File: src/hdl/tcgp_pkg.sv
// Shared constants and types for the texel colour-key / greyscale packer.
package tcgp_pkg;

   // Pixel and result widths
   localparam int PIX_W      = 8;
   localparam int TEXEL_W    = 32;
   localparam int INDEX_W    = 24;

   // Row geometry
   localparam int MAX_WIDTH  = 4096;
   localparam int COL_W      = $clog2(MAX_WIDTH);
   localparam int WIDTH_W    = 13;

   // Configuration port
   localparam int CSR_IDX_W  = 3;
   localparam int CSR_DATA_W = 24;
   localparam int KEY_W      = 3 * PIX_W;

   // Luminance weights in hundredths, and 1/100 as a fixed-point reciprocal
   localparam int SUM_W      = 15;
   localparam int LUM_WR     = 30;
   localparam int LUM_WG     = 59;
   localparam int LUM_WB     = 11;
   localparam int RECIP_W    = 13;
   localparam int RECIP_SH   = 19;
   localparam int PROD_W     = SUM_W + RECIP_W;
   localparam logic [RECIP_W-1:0] LUM_RECIP = RECIP_W'(5243);

   // Register map
   typedef enum logic [CSR_IDX_W-1:0] {
      CSR_KEY_ENABLE  = 3'd0,
      CSR_KEY_COLOR   = 3'd1,
      CSR_MONO_ENABLE = 3'd2,
      CSR_OUT_FORMAT  = 3'd3,
      CSR_IMAGE_WIDTH = 3'd4,
      CSR_ROW_STRIDE  = 3'd5
   } csr_index_type;

   // Texel packing formats
   typedef enum logic {
      FMT_RGBA4444 = 1'b0,
      FMT_RGBA8888 = 1'b1
   } out_format_type;

   // Item after the input register
   typedef struct packed {
      logic [PIX_W-1:0]   red;
      logic [PIX_W-1:0]   green;
      logic [PIX_W-1:0]   blue;
      logic [PIX_W-1:0]   alpha;
      logic [INDEX_W-1:0] texel_index;
      logic               row_end;
   } s1_item_type;

   // Item after the key test and weighted sum
   typedef struct packed {
      logic [PIX_W-1:0]   red;
      logic [PIX_W-1:0]   green;
      logic [PIX_W-1:0]   blue;
      logic [PIX_W-1:0]   alpha;
      logic [SUM_W-1:0]   lum_sum;
      logic [INDEX_W-1:0] texel_index;
      logic               row_end;
   } s2_item_type;

endpackage

File: src/hdl/tcgp_req_if.sv
// Source pixel channel: valid/ready handshake and RGBA8888 payload.
interface tcgp_req_if import tcgp_pkg::*; ();
   logic             valid;
   logic             ready;
   logic [PIX_W-1:0] red;
   logic [PIX_W-1:0] green;
   logic [PIX_W-1:0] blue;
   logic [PIX_W-1:0] alpha;
   logic             first_pixel;

   modport source (output valid, output red, output green, output blue, output alpha,
                   output first_pixel, input ready);
   modport sink   (input valid, input red, input green, input blue, input alpha,
                   input first_pixel, output ready);
endinterface

File: src/hdl/tcgp_rsp_if.sv
// Texel result channel: valid/ready handshake, packed texel and its index.
interface tcgp_rsp_if import tcgp_pkg::*; ();
   logic               valid;
   logic               ready;
   logic [TEXEL_W-1:0] texel;
   logic [INDEX_W-1:0] texel_index;
   logic               row_end;

   modport source (output valid, output texel, output texel_index, output row_end,
                   input ready);
   modport sink   (input valid, input texel, input texel_index, input row_end,
                   output ready);
endinterface

File: src/hdl/texel_colorkey_gray_packer.sv
// Top level: RGBA8888 to packed texel with colour key, greyscale and row indexing.
// Each item passes the input, weighted-sum and result registers before its texel
// shows on the result channel; throughput is one item per cycle while the result
// side is not stalled. The three register stages each advance independently,
// so a stall only fills bubbles behind it.
// Reset (synchronous, active high) empties all stages, zeroes column and row base
// and returns registers to their defaults (32-bit format, width and stride of 1).
module texel_colorkey_gray_packer import tcgp_pkg::*; (
   input  logic                  clock,
   input  logic                  reset,
   input  logic                  csr_write_enable,
   input  logic [CSR_IDX_W-1:0]  csr_index,
   input  logic [CSR_DATA_W-1:0] csr_write_data,
   tcgp_req_if.sink              req_if,
   tcgp_rsp_if.source            rsp_if
);

   // Configuration registers
   logic                 key_enable_ff;
   logic [KEY_W-1:0]     key_color_ff;
   logic                 mono_enable_ff;
   out_format_type       out_format_ff;
   logic [WIDTH_W-1:0]   image_width_ff;
   logic [WIDTH_W-1:0]   row_stride_ff;

   // Row state
   logic [COL_W-1:0]     column_ff,   column_in;
   logic [INDEX_W-1:0]   row_base_ff, row_base_in;

   // Pipeline
   logic                 s1_valid_ff, s2_valid_ff, out_valid_ff;
   s1_item_type          s1_ff, s1_in;
   s2_item_type          s2_ff, s2_in;
   logic [TEXEL_W-1:0]   texel_ff, texel_in;
   logic [INDEX_W-1:0]   index_ff;
   logic                 row_end_ff;

   logic                 s1_ready, s2_ready, out_ready, accept;
   logic [COL_W-1:0]     col_cur, last_col;
   logic [INDEX_W-1:0]   base_cur;
   logic [WIDTH_W-1:0]   width_eff;
   logic                 last;
   logic                 key_hit;
   logic [PROD_W-1:0]    lum_prod;
   logic [PIX_W-1:0]     lum, red_o, green_o, blue_o;

   // Register writes
   always_ff @(posedge clock) begin
      if (reset) begin
         key_enable_ff  <= 1'b0;
         key_color_ff   <= '0;
         mono_enable_ff <= 1'b0;
         out_format_ff  <= FMT_RGBA8888;
         image_width_ff <= WIDTH_W'(1);
         row_stride_ff  <= WIDTH_W'(1);
      end else if (csr_write_enable) begin
         case (csr_index_type'(csr_index))
            CSR_KEY_ENABLE:  key_enable_ff  <= csr_write_data[0];
            CSR_KEY_COLOR:   key_color_ff   <= csr_write_data[KEY_W-1:0];
            CSR_MONO_ENABLE: mono_enable_ff <= csr_write_data[0];
            CSR_OUT_FORMAT:  out_format_ff  <= out_format_type'(csr_write_data[0]);
            CSR_IMAGE_WIDTH: image_width_ff <= csr_write_data[WIDTH_W-1:0];
            CSR_ROW_STRIDE:  row_stride_ff  <= csr_write_data[WIDTH_W-1:0];
            default: ;
         endcase
      end
   end

   // Stage handshakes: each stage takes a new item when empty or draining
   assign out_ready = !out_valid_ff || rsp_if.ready;
   assign s2_ready  = !s2_valid_ff  || out_ready;
   assign s1_ready  = !s1_valid_ff  || s2_ready;
   assign accept    = req_if.valid && s1_ready;
   assign req_if.ready = s1_ready;

   // Column / row indexing at acceptance; width is clamped to 1..MAX_WIDTH
   always_comb begin
      if (image_width_ff == '0)
         width_eff = WIDTH_W'(1);
      else if (image_width_ff > WIDTH_W'(MAX_WIDTH))
         width_eff = WIDTH_W'(MAX_WIDTH);
      else
         width_eff = image_width_ff;
      last_col = COL_W'(width_eff - WIDTH_W'(1));
      col_cur  = req_if.first_pixel ? '0 : column_ff;
      base_cur = req_if.first_pixel ? '0 : row_base_ff;
      last     = col_cur >= last_col;
      if (last) begin
         column_in   = '0;
         row_base_in = base_cur + INDEX_W'(row_stride_ff);
      end else begin
         column_in   = col_cur + COL_W'(1);
         row_base_in = base_cur;
      end
      s1_in.red         = req_if.red;
      s1_in.green       = req_if.green;
      s1_in.blue        = req_if.blue;
      s1_in.alpha       = req_if.alpha;
      s1_in.texel_index = base_cur + INDEX_W'(col_cur);
      s1_in.row_end     = last;
   end

   // Key test on source RGB, then weighted luminance sum in hundredths
   always_comb begin
      key_hit = key_enable_ff &&
                ({s1_ff.blue, s1_ff.green, s1_ff.red} == key_color_ff);
      s2_in.red         = s1_ff.red;
      s2_in.green       = s1_ff.green;
      s2_in.blue        = s1_ff.blue;
      s2_in.alpha       = key_hit ? '0 : s1_ff.alpha;
      s2_in.lum_sum     = SUM_W'(s1_ff.red)   * SUM_W'(LUM_WR)
                        + SUM_W'(s1_ff.green) * SUM_W'(LUM_WG)
                        + SUM_W'(s1_ff.blue)  * SUM_W'(LUM_WB);
      s2_in.texel_index = s1_ff.texel_index;
      s2_in.row_end     = s1_ff.row_end;
   end

   // Divide by 100 through the reciprocal (exact for sums up to 25500), then pack
   always_comb begin
      lum_prod = PROD_W'(s2_ff.lum_sum) * PROD_W'(LUM_RECIP);
      lum      = lum_prod[RECIP_SH +: PIX_W];
      red_o    = mono_enable_ff ? lum : s2_ff.red;
      green_o  = mono_enable_ff ? lum : s2_ff.green;
      blue_o   = mono_enable_ff ? lum : s2_ff.blue;
      case (out_format_ff)
         FMT_RGBA4444: texel_in = {16'h0000, red_o[7:4], green_o[7:4], blue_o[7:4],
                                   s2_ff.alpha[7:4]};
         FMT_RGBA8888: texel_in = {s2_ff.alpha, blue_o, green_o, red_o};
         default:      texel_in = '0;
      endcase
   end

   // Control state: row counters and stage valid flags
   always_ff @(posedge clock) begin
      if (reset) begin
         column_ff    <= '0;
         row_base_ff  <= '0;
         s1_valid_ff  <= 1'b0;
         s2_valid_ff  <= 1'b0;
         out_valid_ff <= 1'b0;
      end else begin
         if (accept) begin
            column_ff   <= column_in;
            row_base_ff <= row_base_in;
         end
         if (s1_ready)  s1_valid_ff  <= req_if.valid;
         if (s2_ready)  s2_valid_ff  <= s1_valid_ff;
         if (out_ready) out_valid_ff <= s2_valid_ff;
      end
   end

   // Payload registers
   always_ff @(posedge clock) begin
      if (s1_ready) s1_ff <= s1_in;
      if (s2_ready) s2_ff <= s2_in;
      if (out_ready) begin
         texel_ff   <= texel_in;
         index_ff   <= s2_ff.texel_index;
         row_end_ff <= s2_ff.row_end;
      end
   end

   assign rsp_if.valid       = out_valid_ff;
   assign rsp_if.texel       = texel_ff;
   assign rsp_if.texel_index = index_ff;
   assign rsp_if.row_end     = row_end_ff;

endmodule

File: src/flat_wrapper.sv
// flat-port wrapper written by rule: the top's interface ports become plain ports
module texel_colorkey_gray_packer_flat import tcgp_pkg::*;
  (clock, reset, csr_write_enable, csr_index, csr_write_data, req_if_valid, req_if_red, req_if_green, req_if_blue, req_if_alpha, req_if_first_pixel, req_if_ready, rsp_if_valid, rsp_if_texel, rsp_if_texel_index, rsp_if_row_end, rsp_if_ready);
  tcgp_req_if req_if_i ();
  tcgp_rsp_if rsp_if_i ();
  input  logic clock;
  input  logic reset;
  input  logic csr_write_enable;
  input  logic [CSR_IDX_W-1:0] csr_index;
  input  logic [CSR_DATA_W-1:0] csr_write_data;
  input wire logic [$bits(req_if_i.valid)-1:0] req_if_valid;
  input wire logic [$bits(req_if_i.red)-1:0] req_if_red;
  input wire logic [$bits(req_if_i.green)-1:0] req_if_green;
  input wire logic [$bits(req_if_i.blue)-1:0] req_if_blue;
  input wire logic [$bits(req_if_i.alpha)-1:0] req_if_alpha;
  input wire logic [$bits(req_if_i.first_pixel)-1:0] req_if_first_pixel;
  output wire logic [$bits(req_if_i.ready)-1:0] req_if_ready;
  output wire logic [$bits(rsp_if_i.valid)-1:0] rsp_if_valid;
  output wire logic [$bits(rsp_if_i.texel)-1:0] rsp_if_texel;
  output wire logic [$bits(rsp_if_i.texel_index)-1:0] rsp_if_texel_index;
  output wire logic [$bits(rsp_if_i.row_end)-1:0] rsp_if_row_end;
  input wire logic [$bits(rsp_if_i.ready)-1:0] rsp_if_ready;
  assign req_if_i.valid = req_if_valid;
  assign req_if_i.red = req_if_red;
  assign req_if_i.green = req_if_green;
  assign req_if_i.blue = req_if_blue;
  assign req_if_i.alpha = req_if_alpha;
  assign req_if_i.first_pixel = req_if_first_pixel;
  assign req_if_ready = req_if_i.ready;
  assign rsp_if_valid = rsp_if_i.valid;
  assign rsp_if_texel = rsp_if_i.texel;
  assign rsp_if_texel_index = rsp_if_i.texel_index;
  assign rsp_if_row_end = rsp_if_i.row_end;
  assign rsp_if_i.ready = rsp_if_ready;
  texel_colorkey_gray_packer u_core (.clock(clock), .reset(reset), .csr_write_enable(csr_write_enable), .csr_index(csr_index), .csr_write_data(csr_write_data), .req_if(req_if_i), .rsp_if(rsp_if_i));
endmodule
File: config.mk
export PLATFORM = sky130hd
export DESIGN_NAME = texel_colorkey_gray_packer_flat
export DESIGN_NICKNAME = d
export VERILOG_FILES = /design/src/hdl/tcgp_pkg.sv /design/src/hdl/tcgp_req_if.sv /design/src/hdl/tcgp_rsp_if.sv /design/src/hdl/texel_colorkey_gray_packer.sv /design/src/flat_wrapper.sv
export SDC_FILE = /design/constraint.sdc
export NUM_CORES = 1
export LEC_CHECK = 0
export BUFFER_PORTS_ARGS = -buffer_cell sky130_fd_sc_hd__buf_4
export CAP_MARGIN = 20
export CORE_ASPECT_RATIO = 1.2
export CORE_MARGIN = 2
export CORE_UTILIZATION = 55
export CTS_CLUSTER_DIAMETER = 200
export DETAILED_ROUTE_END_ITERATION = 8
export GPL_ROUTABILITY_DRIVEN = 0
export GPL_TIMING_DRIVEN = 0
export PLACE_DENSITY = 0.8
export SKIP_CTS_REPAIR_TIMING = 1
export SLEW_MARGIN = 20
export SYNTH_ARGS = -nofsm -noshare
export SYNTH_HDL_FRONTEND = slang
export SYNTH_SLANG_ARGS = --single-unit
File: constraint.sdc
create_clock -name clock -period 7.1 [get_ports clock]
set_input_delay 0 -clock clock [delete_from_list [all_inputs] [get_ports clock]]
set_output_delay 0 -clock clock [all_outputs]
set_load 0.005 [all_outputs]
==> impl_metrics.xml, run 1 <==
<?xml version="1.0" encoding="UTF-8"?>
<metrics>
  <group name="clock_tree">
    <metric name="tritoncts.num_buffers" unit="">27</metric>
    <metric name="clock_tree.root_cell" unit="">clkbuf_16</metric>
    <metric name="ctsHtreeMaxLevel" unit="">1</metric>
    <metric name="clk_path_buf_depth" unit="">3</metric>
    <metric name="clock_input_transition_at_the_sequential_cells_of_the_worst_setup_and_hold_paths" unit="ps">60</metric>
    <metric name="clock_latency_late_sink" unit="ps">570</metric>
    <metric name="cts_tree" unit="">done</metric>
    <metric name="clock_sinks" unit="">278</metric>
  </group>
  <group name="job">
    <metric name="maxcap_viol_count" unit="">0</metric>
  </group>
  <group name="synthesis">
    <metric name="synth_area" unit="µm²">18600</metric>
    <metric name="synth.area.top_cells" unit="">edfxtp_1 30%, fa_1 14%, ha_1 13%, dfxtp_1 9.9%, inv_1 5.4%</metric>
    <metric name="netlist_instances" unit="">1750</metric>
    <metric name="synth-warning-count" unit="">0</metric>
    <metric name="async_flop_share" unit="">0</metric>
    <metric name="synth-edff-count" unit="">186</metric>
    <metric name="synth-seq-area-share" unit="">0.399</metric>
    <metric name="yosys_most_used_dff" unit="">edfxtp_1</metric>
    <metric name="synth_seq_cells" unit="">278</metric>
    <metric name="yosysUniqueCellTypes" unit="">66</metric>
    <metric name="syn-num-nets" unit="">2149</metric>
    <metric name="synth_largest_type_area_fraction" unit="">0.300</metric>
    <metric name="postSynthAreaPerCell" unit="µm²">10.6</metric>
    <metric name="synth_top_area_cell" unit="">edfxtp_1</metric>
    <metric name="most_frequent_cell_after_synthesis" unit="">inv_1</metric>
    <metric name="synthTopCellsByCount" unit="">269 x inv_1, 200 x ha_1, 186 x edfxtp_1</metric>
  </group>
  <group name="worst_setup_path">
    <metric name="setup.reg_to_reg.worst_slack" unit="ps">930</metric>
    <metric name="worst_r2r_endpoint" unit="">u_core.rsp_if.texel[11]</metric>
    <metric name="worst_setup_path_end_kind" unit="">flop</metric>
    <metric name="timing.critical_path.from_type" unit="">flop</metric>
    <metric name="regToRegStartpoint" unit="">u_core.s2_ff[31]</metric>
    <metric name="arrival_time_worst_endpoint" unit="ps">6470</metric>
    <metric name="worst_r2r_path_depth" unit="">18</metric>
    <metric name="crit_type" unit="">reg -&gt; reg</metric>
    <metric name="crit_required" unit="ps">7400</metric>
    <metric name="path_max_fanout" unit="">7</metric>
  </group>
  <group name="drt">
    <metric name="detailedRoute.firstIterationViolations" unit="">821</metric>
    <metric name="route.vias.total" unit="">13616</metric>
    <metric name="route.detailed.drc" unit="">0</metric>
    <metric name="via_per_inst" unit="">5.58</metric>
    <metric name="firstDrtPassIters" unit="">6</metric>
    <metric name="drt_wl_total" unit="µm">43800</metric>
    <metric name="postRouteAntennaNets" unit="">0</metric>
    <metric name="avgRoutedWirePerCell" unit="µm">18.0</metric>
  </group>
  <group name="sta">
    <metric name="report.final.hold_viol_count" unit="">0</metric>
    <metric name="rsz_0062_raised_after_global_routing" unit="">no</metric>
    <metric name="finalCriticalPeriod" unit="ps">6170</metric>
    <metric name="worst_hold_slack" unit="ps">38.8</metric>
    <metric name="max_slew_margin" unit="">0.314</metric>
    <metric name="totalNegativeSetupSlack" unit="ps">0</metric>
    <metric name="tightest_slew" unit="ps">1020</metric>
    <metric name="fin_crit_sh" unit="">0.869</metric>
    <metric name="finalClockSkew" unit="ps">12.3</metric>
    <metric name="max_slew_violations" unit="">0</metric>
    <metric name="fmax" unit="GHz">0.162</metric>
    <metric name="final-setup-viol-count" unit="">0</metric>
  </group>
  <group name="outcome">
    <metric name="status" unit="">complete, no violations</metric>
  </group>
  <group name="worst_hold_path">
    <metric name="worst_hold_startpoint" unit="">reset</metric>
    <metric name="worstHoldPathCells" unit="">3</metric>
    <metric name="worstHoldEndpoint" unit="">u_core.row_base_ff[21]</metric>
    <metric name="hold_class" unit="">in -&gt; reg</metric>
  </group>
  <group name="global_route">
    <metric name="grt_pass1_vias" unit="">13659</metric>
    <metric name="maximum_number_of_pins_on_one_net_before_global_route_repair" unit="">58</metric>
    <metric name="final_global_route_overflow_total" unit="">0</metric>
    <metric name="globalRouteTotalUtil" unit="">0.248</metric>
    <metric name="grt_antenna_before_repair" unit="">0</metric>
    <metric name="grt_pass1_wl" unit="µm">68700</metric>
  </group>
  <group name="layout">
    <metric name="layout.nets" unit="">2368</metric>
    <metric name="antennaDiodeCount" unit="">0</metric>
    <metric name="areaGrowthSynthToFinish" unit="%">16.9</metric>
    <metric name="post_route_cells_drive_above_1_share" unit="">0.0965</metric>
    <metric name="layout.core_utilization" unit="">0.654</metric>
    <metric name="final_design_area_no_fill" unit="µm²">21700</metric>
  </group>
  <group name="floorplanning">
    <metric name="die-width" unit="µm">172</metric>
    <metric name="core.rowCount" unit="">73</metric>
    <metric name="die_h" unit="µm">205</metric>
    <metric name="initial_core_utilization" unit="">0.559</metric>
    <metric name="boundaryPins" unit="">124</metric>
    <metric name="die_area" unit="µm²">35300</metric>
    <metric name="core" unit="µm²">33200</metric>
  </group>
  <group name="placement">
    <metric name="postPlaceCellArea" unit="µm²">20100</metric>
    <metric name="numPortBuffers" unit="">121</metric>
    <metric name="dpl.hpwl" unit="µm">33200</metric>
  </group>
</metrics>
==> kinds of logic (layout without fill, tap and decap cells) <==
group,after synthesis,in the layout,share of synthesized area
simple gates,438,438,0.115
buf+inv,313,553,0.0632
fa+ha+maj,334,334,0.279
xor+xnor,85,85,0.0400
compound gates,294,294,0.0985
mux,8,8,0.00505
flops,278,278,0.399
==> layout make-up <==
class | instances | area [µm²]
clock buffer | 41 | 811
fill | 2550 | 11500
inverter | 271 | 1020
buffer | 42 | 158
tap | 450 | 563
clock inverter | 9 | 111
timing repair buffer | 190 | 1630
multi-input combinational | 1159 | 10000
sequential | 278 | 7430
==> sequential cells by signal, indices dropped and copies added, names as in the netlist, 12 cells and up <==
name	cells
u_core.column_ff	12
u_core.image_width_ff	13
u_core.key_color_ff	24
u_core.row_base_ff	24
u_core.row_stride_ff	13
u_core.rsp_if.texel	32
u_core.rsp_if.texel_index	24
u_core.s1_ff	57
u_core.s2_ff	72
==> placed cells by master, fill, tap and decap left out, types with 7 or more instances in the layout <==
master,Yosys,layout
a211o_1,7,7
a211oi_1,20,20
a21o_1,17,17
a21oi_1,123,123
a22oi_1,13,13
a31oi_1,8,8
and2_1,21,21
and3_1,15,15
buf_4,0,121
clkbuf_1,40,46
clkbuf_16,0,28
dfxtp_1,92,92
dlygate4sd3_1,0,67
edfxtp_1,186,186
fa_1,134,134
ha_1,200,200
inv_1,269,268
nand2_1,168,167
nand2b_1,14,14
nand3_1,27,26
nand4_1,12,12
nor2_1,74,74
nor2b_1,47,47
nor3_1,19,19
o211ai_1,8,8
o21a_1,8,8
o21ai_0,45,45
or2_2,8,8
or3_1,7,7
xnor2_1,53,53
xor2_1,32,32
==> worst max-delay path, cell delays in order (launching register included) <==
cell	delay, ps
edfxtp_1	530
ha_1	380
inv_1	60
fa_1	500
inv_1	50
fa_1	440
ha_1	280
inv_1	50
fa_1	530
inv_1	40
ha_1	290
nand4_1	90
nor2_1	60
o311ai_0	840
nand3_1	290
a21oi_1	510
o31a_1	340
xor2_1	100
mux4_2	510
==> metrics by stage <==
| stage | cells | setup WS (ps) |
|---|---|---|
| 6_report | 2440 | 927 |
| 3_3_place_gp | 2321 | 1130 |
| 2_1_floorplan | 1750 | 1780 |
| 4_1_cts | 2373 | 943 |
| 3_5_place_dp | 2323 | 959 |
| 5_1_grt | 2440 | 690 |
==> metal layers <==
metal  global-route usage  wire (µm)  vias up
met3               0.0315       2660       98
met2                0.433      22200      490
met4               0.0888       1530        0
li1                     -          -     6391
met1                0.318      17500     6637
met5                    0          0        -
==> how the worst max path moves through the flow <==
stage | startpoint | to | slack (ps) | cells past startpoint
after detailed placement | u_core.s2_ff[31] | u_core.rsp_if.texel[11] | 960 | 18
after CTS | u_core.s2_ff[31] | u_core.rsp_if.texel[11] | 940 | 18
final | u_core.s2_ff[31] | u_core.rsp_if.texel[11] | 930 | 18
after floorplan | u_core.s2_ff[37] | u_core.rsp_if.texel[11] | 1780 | 18
after global placement | u_core.s2_ff[31] | u_core.rsp_if.texel[11] | 1130 | 18
after global routing | u_core.s2_ff[31] | u_core.rsp_if.texel[11] | 690 | 18
Power of run 1 is left out: the tool's default activity adds up to more than one toggle a clock period on the data nets, which glitch-free logic cannot reach.
==> inputs of run 2 (changes only) <==
- ABC_AREA: not set -> 1
==> impl_metrics.xml, run 2 <==
<?xml version="1.0" encoding="UTF-8"?>
<metrics>
  <group name="synthesis">
    <metric name="most_frequent_cell_after_synthesis" unit="">inv_1</metric>
    <metric name="postSynthAreaPerCell" unit="µm²">9.16</metric>
    <metric name="syn-num-nets" unit="">2572</metric>
    <metric name="synthTopCellsByCount" unit="">434 x inv_1, 365 x nand2_1, 200 x ha_1</metric>
    <metric name="synth-edff-count" unit="">186</metric>
    <metric name="synth_area" unit="µm²">19900</metric>
    <metric name="synth_top_area_cell" unit="">edfxtp_1</metric>
    <metric name="async_flop_share" unit="">0</metric>
    <metric name="netlist_instances" unit="">2173</metric>
    <metric name="synth.area.top_cells" unit="">edfxtp_1 28%, fa_1 13%, ha_1 13%, dfxtp_1 9.3%, inv_1 8.2%</metric>
    <metric name="yosys_most_used_dff" unit="">edfxtp_1</metric>
    <metric name="synth_largest_type_area_fraction" unit="">0.281</metric>
    <metric name="yosysUniqueCellTypes" unit="">55</metric>
    <metric name="synth_seq_cells" unit="">278</metric>
    <metric name="synth-seq-area-share" unit="">0.373</metric>
    <metric name="synth-warning-count" unit="">0</metric>
  </group>
  <group name="worst_hold_path">
    <metric name="hold_class" unit="">in -&gt; reg</metric>
    <metric name="worst_hold_startpoint" unit="">req_if_blue[0]</metric>
  </group>
  <group name="global_route">
    <metric name="maximum_number_of_pins_on_one_net_before_global_route_repair" unit="">60</metric>
    <metric name="grt_pass1_wl" unit="µm">74600</metric>
    <metric name="final_global_route_overflow_total" unit="">0</metric>
    <metric name="grt_pass1_vias" unit="">15120</metric>
    <metric name="grt_antenna_before_repair" unit="">0</metric>
    <metric name="globalRouteTotalUtil" unit="">0.250</metric>
  </group>
  <group name="worst_setup_path">
    <metric name="critical-path-top-delay-family" unit="">adder cells</metric>
    <metric name="setup.worst_path.start" unit="">u_core.s1_ff[50]</metric>
    <metric name="worst_setup_path_end_kind" unit="">flop</metric>
    <metric name="timing.critical_path.from_type" unit="">flop</metric>
    <metric name="regToRegStartpoint" unit="">u_core.s1_ff[50]</metric>
    <metric name="critical_path.max_stage_delay" unit="ps">570</metric>
    <metric name="path_cells" unit="">inv_1 &gt; fa_1 &gt; fa_1 &gt; inv_1 &gt; ha_1 &gt; a21oi_1 &gt; nand2_1 &gt; xnor2_1 &gt; inv_1 &gt; fa_1 &gt; inv_1 &gt; fa_1 &gt; fa_1 &gt; inv_1 &gt; ha_1 &gt; a21oi_1 &gt; inv_1 &gt; a31oi_1 &gt; o21ai_0 &gt; a21oi_1 &gt; xor2_1</metric>
    <metric name="crit_required" unit="ps">7410</metric>
    <metric name="worst_path_most_repeated_cell" unit="">inv_1</metric>
    <metric name="critical_path.n_buffers_inverters" unit="">6</metric>
    <metric name="crit_slowest_cell" unit="">edfxtp_1</metric>
    <metric name="crit_type" unit="">reg -&gt; reg</metric>
    <metric name="path_max_fanout" unit="">5</metric>
    <metric name="arrival_time_worst_endpoint" unit="ps">6080</metric>
  </group>
  <group name="drt">
    <metric name="wl_met3" unit="µm">2970</metric>
    <metric name="route.vias.total" unit="">15291</metric>
    <metric name="detailedRoute.firstIterationViolations" unit="">1103</metric>
    <metric name="avgRoutedWirePerCell" unit="µm">16.4</metric>
    <metric name="postRouteAntennaNets" unit="">0</metric>
    <metric name="met1Wirelength" unit="µm">19300</metric>
    <metric name="firstDrtPassIters" unit="">6</metric>
    <metric name="via_per_inst" unit="">5.31</metric>
    <metric name="route.detailed.drc" unit="">0</metric>
    <metric name="drt_wl_total" unit="µm">47200</metric>
    <metric name="dr_wl_met2" unit="µm">23500</metric>
    <metric name="highest-signal-layer" unit="">met4</metric>
  </group>
  <group name="sta">
    <metric name="final-setup-viol-count" unit="">0</metric>
    <metric name="totalNegativeSetupSlack" unit="ps">0</metric>
    <metric name="fmax" unit="GHz">0.173</metric>
    <metric name="max_slew_margin" unit="">0.387</metric>
    <metric name="max_slew_violations" unit="">0</metric>
    <metric name="finalCriticalPeriod" unit="ps">5760</metric>
    <metric name="finalClockSkew" unit="ps">15.7</metric>
    <metric name="rsz_0062_raised_after_global_routing" unit="">no</metric>
    <metric name="tightest_slew" unit="ps">915</metric>
    <metric name="report.final.hold_viol_count" unit="">0</metric>
    <metric name="fin_crit_sh" unit="">0.812</metric>
  </group>
  <group name="layout">
    <metric name="post_route_cells_drive_above_1_share" unit="">0.112</metric>
    <metric name="final_design_area_no_fill" unit="µm²">23100</metric>
    <metric name="flip_flop_count_of_the_largest_register_after_layout" unit="">72</metric>
    <metric name="areaGrowthSynthToFinish" unit="%">16.1</metric>
    <metric name="finalNonFillerCells" unit="">2881</metric>
    <metric name="largest_register" unit="">u_core.s2_ff</metric>
    <metric name="layout_common_cells" unit="">433 x inv_1, 365 x nand2_1, 200 x ha_1, 191 x nor2_1, 186 x edfxtp_1</metric>
    <metric name="layout.nets" unit="">2790</metric>
    <metric name="layout.core_utilization" unit="">0.646</metric>
    <metric name="layout.cells.most_common" unit="">inv_1</metric>
    <metric name="antennaDiodeCount" unit="">0</metric>
  </group>
  <group name="floorplanning">
    <metric name="core" unit="µm²">35800</metric>
    <metric name="die_area" unit="µm²">37700</metric>
    <metric name="initial_core_utilization" unit="">0.557</metric>
    <metric name="core.rowCount" unit="">76</metric>
    <metric name="die_h" unit="µm">212</metric>
    <metric name="boundaryPins" unit="">124</metric>
    <metric name="die-width" unit="µm">178</metric>
  </group>
  <group name="clock_tree">
    <metric name="tritoncts.num_buffers" unit="">28</metric>
    <metric name="cts_tree" unit="">done</metric>
    <metric name="ctsHtreeMaxLevel" unit="">1</metric>
    <metric name="clock_input_transition_at_the_sequential_cells_of_the_worst_setup_and_hold_paths" unit="ps">60</metric>
    <metric name="clock_latency_late_sink" unit="ps">580</metric>
    <metric name="clock_tree.root_cell" unit="">clkbuf_16</metric>
    <metric name="clock_sinks" unit="">278</metric>
    <metric name="clk_path_buf_depth" unit="">3</metric>
  </group>
  <group name="placement">
    <metric name="cell_count_after_placement" unit="">2764</metric>
    <metric name="dpl.hpwl" unit="µm">36900</metric>
    <metric name="numPortBuffers" unit="">121</metric>
    <metric name="postPlaceCellArea" unit="µm²">21500</metric>
  </group>
  <group name="outcome">
    <metric name="status" unit="">complete, no violations</metric>
  </group>
  <group name="job">
    <metric name="maxcap_viol_count" unit="">0</metric>
  </group>
</metrics>
## run 2: changes by cell type in the layout (fill, tap and decap cells not counted), sizes merged, moves of 47 or more
cell / previous run / this run
o21ai: 47 / 110
nand2: 168 / 386
nor2: 74 / 209
nand3: 27 / 75
inv: 270 / 441
nor2b: 47 / 0
## run 2: final timing paths
path	end	slack, ps	depth (start not counted)
hold / removal	u_core.s1_ff[33]	150	2
setup / recovery	u_core.s2_ff[36]	1340	21
setup reg to reg	u_core.s2_ff[36]	1340	21
hold reg to reg	u_core.s2_ff[9]	420	0
## run 2: layer usage
layer | GRT usage | vias up
met5 | 0 | -
met4 | 0.0831 | 0
met3 | 0.0331 | 97
met2 | 0.437 | 550
met1 | 0.320 | 7248
li1 | - | 7396
## run 2: logic make-up (layout without fill, tap and decap cells)
family | after synthesis | after routing | synth area share
AOI/OAI and AO/OA | 282 | 282 | 0.0782
and+or+nand+nor | 728 | 728 | 0.164
xor gates and xnor gates | 70 | 70 | 0.0308
DFF | 278 | 278 | 0.373
adders and majority gates | 334 | 334 | 0.260
buffers and inverters | 481 | 721 | 0.0935
## run 2: per-stage QoR
stage               hold WS [ps]  setup slack, ps
floorplan                   98.9             1850
global placement             179             1490
detailed placement           179             1400
CTS                         -425             1310
global route                 144              995
finish                       145             1340
## run 2: cell type report
class / instances / area, µm²
fillers: 2785 / 12600
multi-input cells: 1414 / 10600
flip-flops and latches: 278 / 7430
inverters: 444 / 1670
repair buffers: 188 / 1610
clock buffers: 34 / 785
well taps: 468 / 586
clock inverters: 18 / 203
plain buffers: 37 / 189
## run 2: worst register-to-register path: stages, from the launching register on
cell      delay [ps]
edfxtp_1         570
inv_1            150
fa_1             510
fa_1             510
inv_1             40
ha_1             340
a21oi_1          160
nand2_1          120
xnor2_1          170
inv_1             70
fa_1             490
inv_1             50
fa_1             460
fa_1             550
inv_1             40
ha_1             350
a21oi_1          180
inv_1             60
a31oi_1          220
o21ai_0          190
a21oi_1          190
xor2_1            80
Power of run 2 is left out for the same reason.
==> inputs of run 3 (changes only) <==
- PLACE_DENSITY: 0.8 -> 0.83
- clock period: 7.1 -> 5.1 ns (I/O delays scaled with it)
==> impl_metrics.xml, run 3 (synthesis gave the netlist of run 2 again) <==
<?xml version="1.0" encoding="UTF-8"?>
<metrics>
  <group name="worst_hold_path">
    <metric name="hold_class" unit="">in -&gt; reg</metric>
  </group>
  <group name="outcome">
    <metric name="status" unit="">finished with violations</metric>
    <metric name="violations_in_the_final_reports" unit="">setup timing</metric>
  </group>
  <group name="floorplanning">
    <metric name="die_area" unit="µm²">37700</metric>
    <metric name="core" unit="µm²">35800</metric>
    <metric name="boundaryPins" unit="">124</metric>
    <metric name="core.rowCount" unit="">76</metric>
    <metric name="die-width" unit="µm">178</metric>
    <metric name="initial_core_utilization" unit="">0.557</metric>
    <metric name="die_h" unit="µm">212</metric>
  </group>
  <group name="drt">
    <metric name="route.vias.total" unit="">16101</metric>
    <metric name="avgRoutedWirePerCell" unit="µm">17.8</metric>
    <metric name="firstDrtPassIters" unit="">8</metric>
    <metric name="route.detailed.drc" unit="">0</metric>
    <metric name="via_per_inst" unit="">5.52</metric>
    <metric name="postRouteAntennaNets" unit="">0</metric>
    <metric name="drt_wl_total" unit="µm">52100</metric>
    <metric name="detailedRoute.firstIterationViolations" unit="">1617</metric>
  </group>
  <group name="layout">
    <metric name="antennaDiodeCount" unit="">0</metric>
    <metric name="layout.nets" unit="">2828</metric>
    <metric name="layout.cells.most_common" unit="">inv_1</metric>
    <metric name="fill_cells" unit="">2648</metric>
    <metric name="areaGrowthSynthToFinish" unit="%">19.2</metric>
    <metric name="final_design_area_no_fill" unit="µm²">23700</metric>
    <metric name="flip_flop_count_of_the_largest_register_after_layout" unit="">72</metric>
    <metric name="seq_area" unit="µm²">7430</metric>
    <metric name="layout_common_cells" unit="">420 x inv_1, 357 x nand2_1, 187 x ha_1, 186 x edfxtp_1, 185 x nor2_1</metric>
    <metric name="multi_input_area" unit="µm²">11000</metric>
    <metric name="post_route_cells_drive_above_1_share" unit="">0.149</metric>
    <metric name="largest_register" unit="">u_core.s2_ff</metric>
  </group>
  <group name="placement">
    <metric name="numPortBuffers" unit="">121</metric>
    <metric name="dpl.hpwl" unit="µm">37700</metric>
    <metric name="placement.setup.worst_slack" unit="ps">-615</metric>
    <metric name="postPlaceCellArea" unit="µm²">21500</metric>
  </group>
  <group name="worst_setup_path">
    <metric name="timing.critical_path.from_type" unit="">flop</metric>
    <metric name="setup.reg_to_reg.worst_slack" unit="ps">-430</metric>
    <metric name="path_max_fanout" unit="">4</metric>
    <metric name="worst_setup_path_endpoint" unit="">u_core.s2_ff[37]</metric>
    <metric name="crit_required" unit="ps">5470</metric>
    <metric name="regToRegStartpoint" unit="">u_core.s1_ff[51]</metric>
    <metric name="setup.worst_path.start" unit="">u_core.s1_ff[51]</metric>
    <metric name="arrival_time_worst_endpoint" unit="ps">5900</metric>
    <metric name="worst_r2r_path_depth" unit="">23</metric>
    <metric name="crit_type" unit="">reg -&gt; reg</metric>
    <metric name="worst_r2r_endpoint" unit="">u_core.s2_ff[37]</metric>
    <metric name="worst_setup_path_end_kind" unit="">flop</metric>
  </group>
  <group name="sta">
    <metric name="worst_hold_slack" unit="ps">146</metric>
    <metric name="finalCriticalPeriod" unit="ps">5530</metric>
    <metric name="final-setup-viol-count" unit="">8</metric>
    <metric name="fmax" unit="GHz">0.181</metric>
    <metric name="report.final.hold_viol_count" unit="">0</metric>
    <metric name="finalClockSkew" unit="ps">14.0</metric>
    <metric name="tightest_slew" unit="ps">832</metric>
    <metric name="fin_crit_sh" unit="">1.08</metric>
    <metric name="totalNegativeSetupSlack" unit="ps">-2030</metric>
    <metric name="max_slew_violations" unit="">0</metric>
    <metric name="rsz_0062_raised_after_global_routing" unit="">yes</metric>
    <metric name="max_slew_margin" unit="">0.443</metric>
    <metric name="setup_slack" unit="ps">-429</metric>
  </group>
  <group name="job">
    <metric name="maxcap_viol_count" unit="">0</metric>
  </group>
  <group name="clock_tree">
    <metric name="clock_sinks" unit="">278</metric>
    <metric name="clock_latency_late_sink" unit="ps">580</metric>
    <metric name="clock_tree.root_cell" unit="">clkbuf_16</metric>
    <metric name="cts_tree" unit="">done</metric>
    <metric name="tritoncts.num_buffers" unit="">28</metric>
    <metric name="clk_path_buf_depth" unit="">3</metric>
    <metric name="clock_input_transition_at_the_sequential_cells_of_the_worst_setup_and_hold_paths" unit="ps">70</metric>
    <metric name="ctsHtreeMaxLevel" unit="">1</metric>
  </group>
  <group name="global_route">
    <metric name="grt_pass1_vias" unit="">15565</metric>
    <metric name="maximum_number_of_pins_on_one_net_before_global_route_repair" unit="">60</metric>
    <metric name="grt_antenna_before_repair" unit="">1</metric>
    <metric name="globalRouteTotalUtil" unit="">0.255</metric>
    <metric name="final_global_route_overflow_total" unit="">0</metric>
    <metric name="grt_pass1_wl" unit="µm">76200</metric>
  </group>
</metrics>
## run 3: cell count changes in the layout (fill, tap and decap cells not counted), sizes merged
cell / change
buf: +38
clkbuf: +4
clkinv: -2
clkinvlp: -2
bufinv: -1
inv: +1
## run 3: worst max-delay path, cell delays in order, from the launching register on
cell and delay, ps:
edfxtp_1 470, inv_2 90, buf_4 150, fa_1 560
fa_1 420, inv_1 120, ha_4 250, a21oi_4 150
nand2_2 80, nand2_2 90, nand2_2 70, a21oi_2 210
xor2_1 190, inv_1 80, ha_1 300, inv_2 40
fa_1 460, fa_1 520, inv_2 50, ha_4 320
nand2_2 90, o21ai_2 180, a31oi_1 150, xnor2_1 280
## run 3: how the worst min path moves through the flow
stage	from	to	slack [ps]	depth (start not counted)
2_1_floorplan	req_if_alpha[0]	u_core.s1_ff[25]	100	0
3_3_place_gp	req_if_blue[3]	u_core.s1_ff[36]	180	1
3_5_place_dp	req_if_blue[2]	u_core.s1_ff[35]	180	1
4_1_cts	req_if_alpha[3]	u_core.s1_ff[28]	-420	1
5_1_grt	req_if_red[0]	u_core.s1_ff[49]	140	2
6_report	req_if_green[1]	u_core.s1_ff[42]	150	2
## run 3: through the flow
step | utilization | instances
after floorplan | - | 2173
after global placement | 0.599 | 2762
after detailed placement | 0.601 | 2764
after CTS | 0.627 | 2816
after global routing | 0.664 | 2919
final | 0.664 | 2919
## run 3: layout make-up
cell class / instances / share of cell area
clock inverter: 14 / 0.00638
clock buffer: 38 / 0.0337
inverter: 444 / 0.0706
buffer: 37 / 0.00796
tap: 468 / 0.0247
timing repair buffer: 226 / 0.0807
sequential: 278 / 0.313
multi-input combinational: 1414 / 0.463
## run 3: metal layers
layer,vias to the layer above,part of all wire,GRT usage
met5,-,0,0
met4,0,0.050,0.0992
met3,219,0.074,0.0274
met2,791,0.50,0.451
met1,7624,0.38,0.319
li1,7467,-,-
Power of run 3 is left out for the same reason.
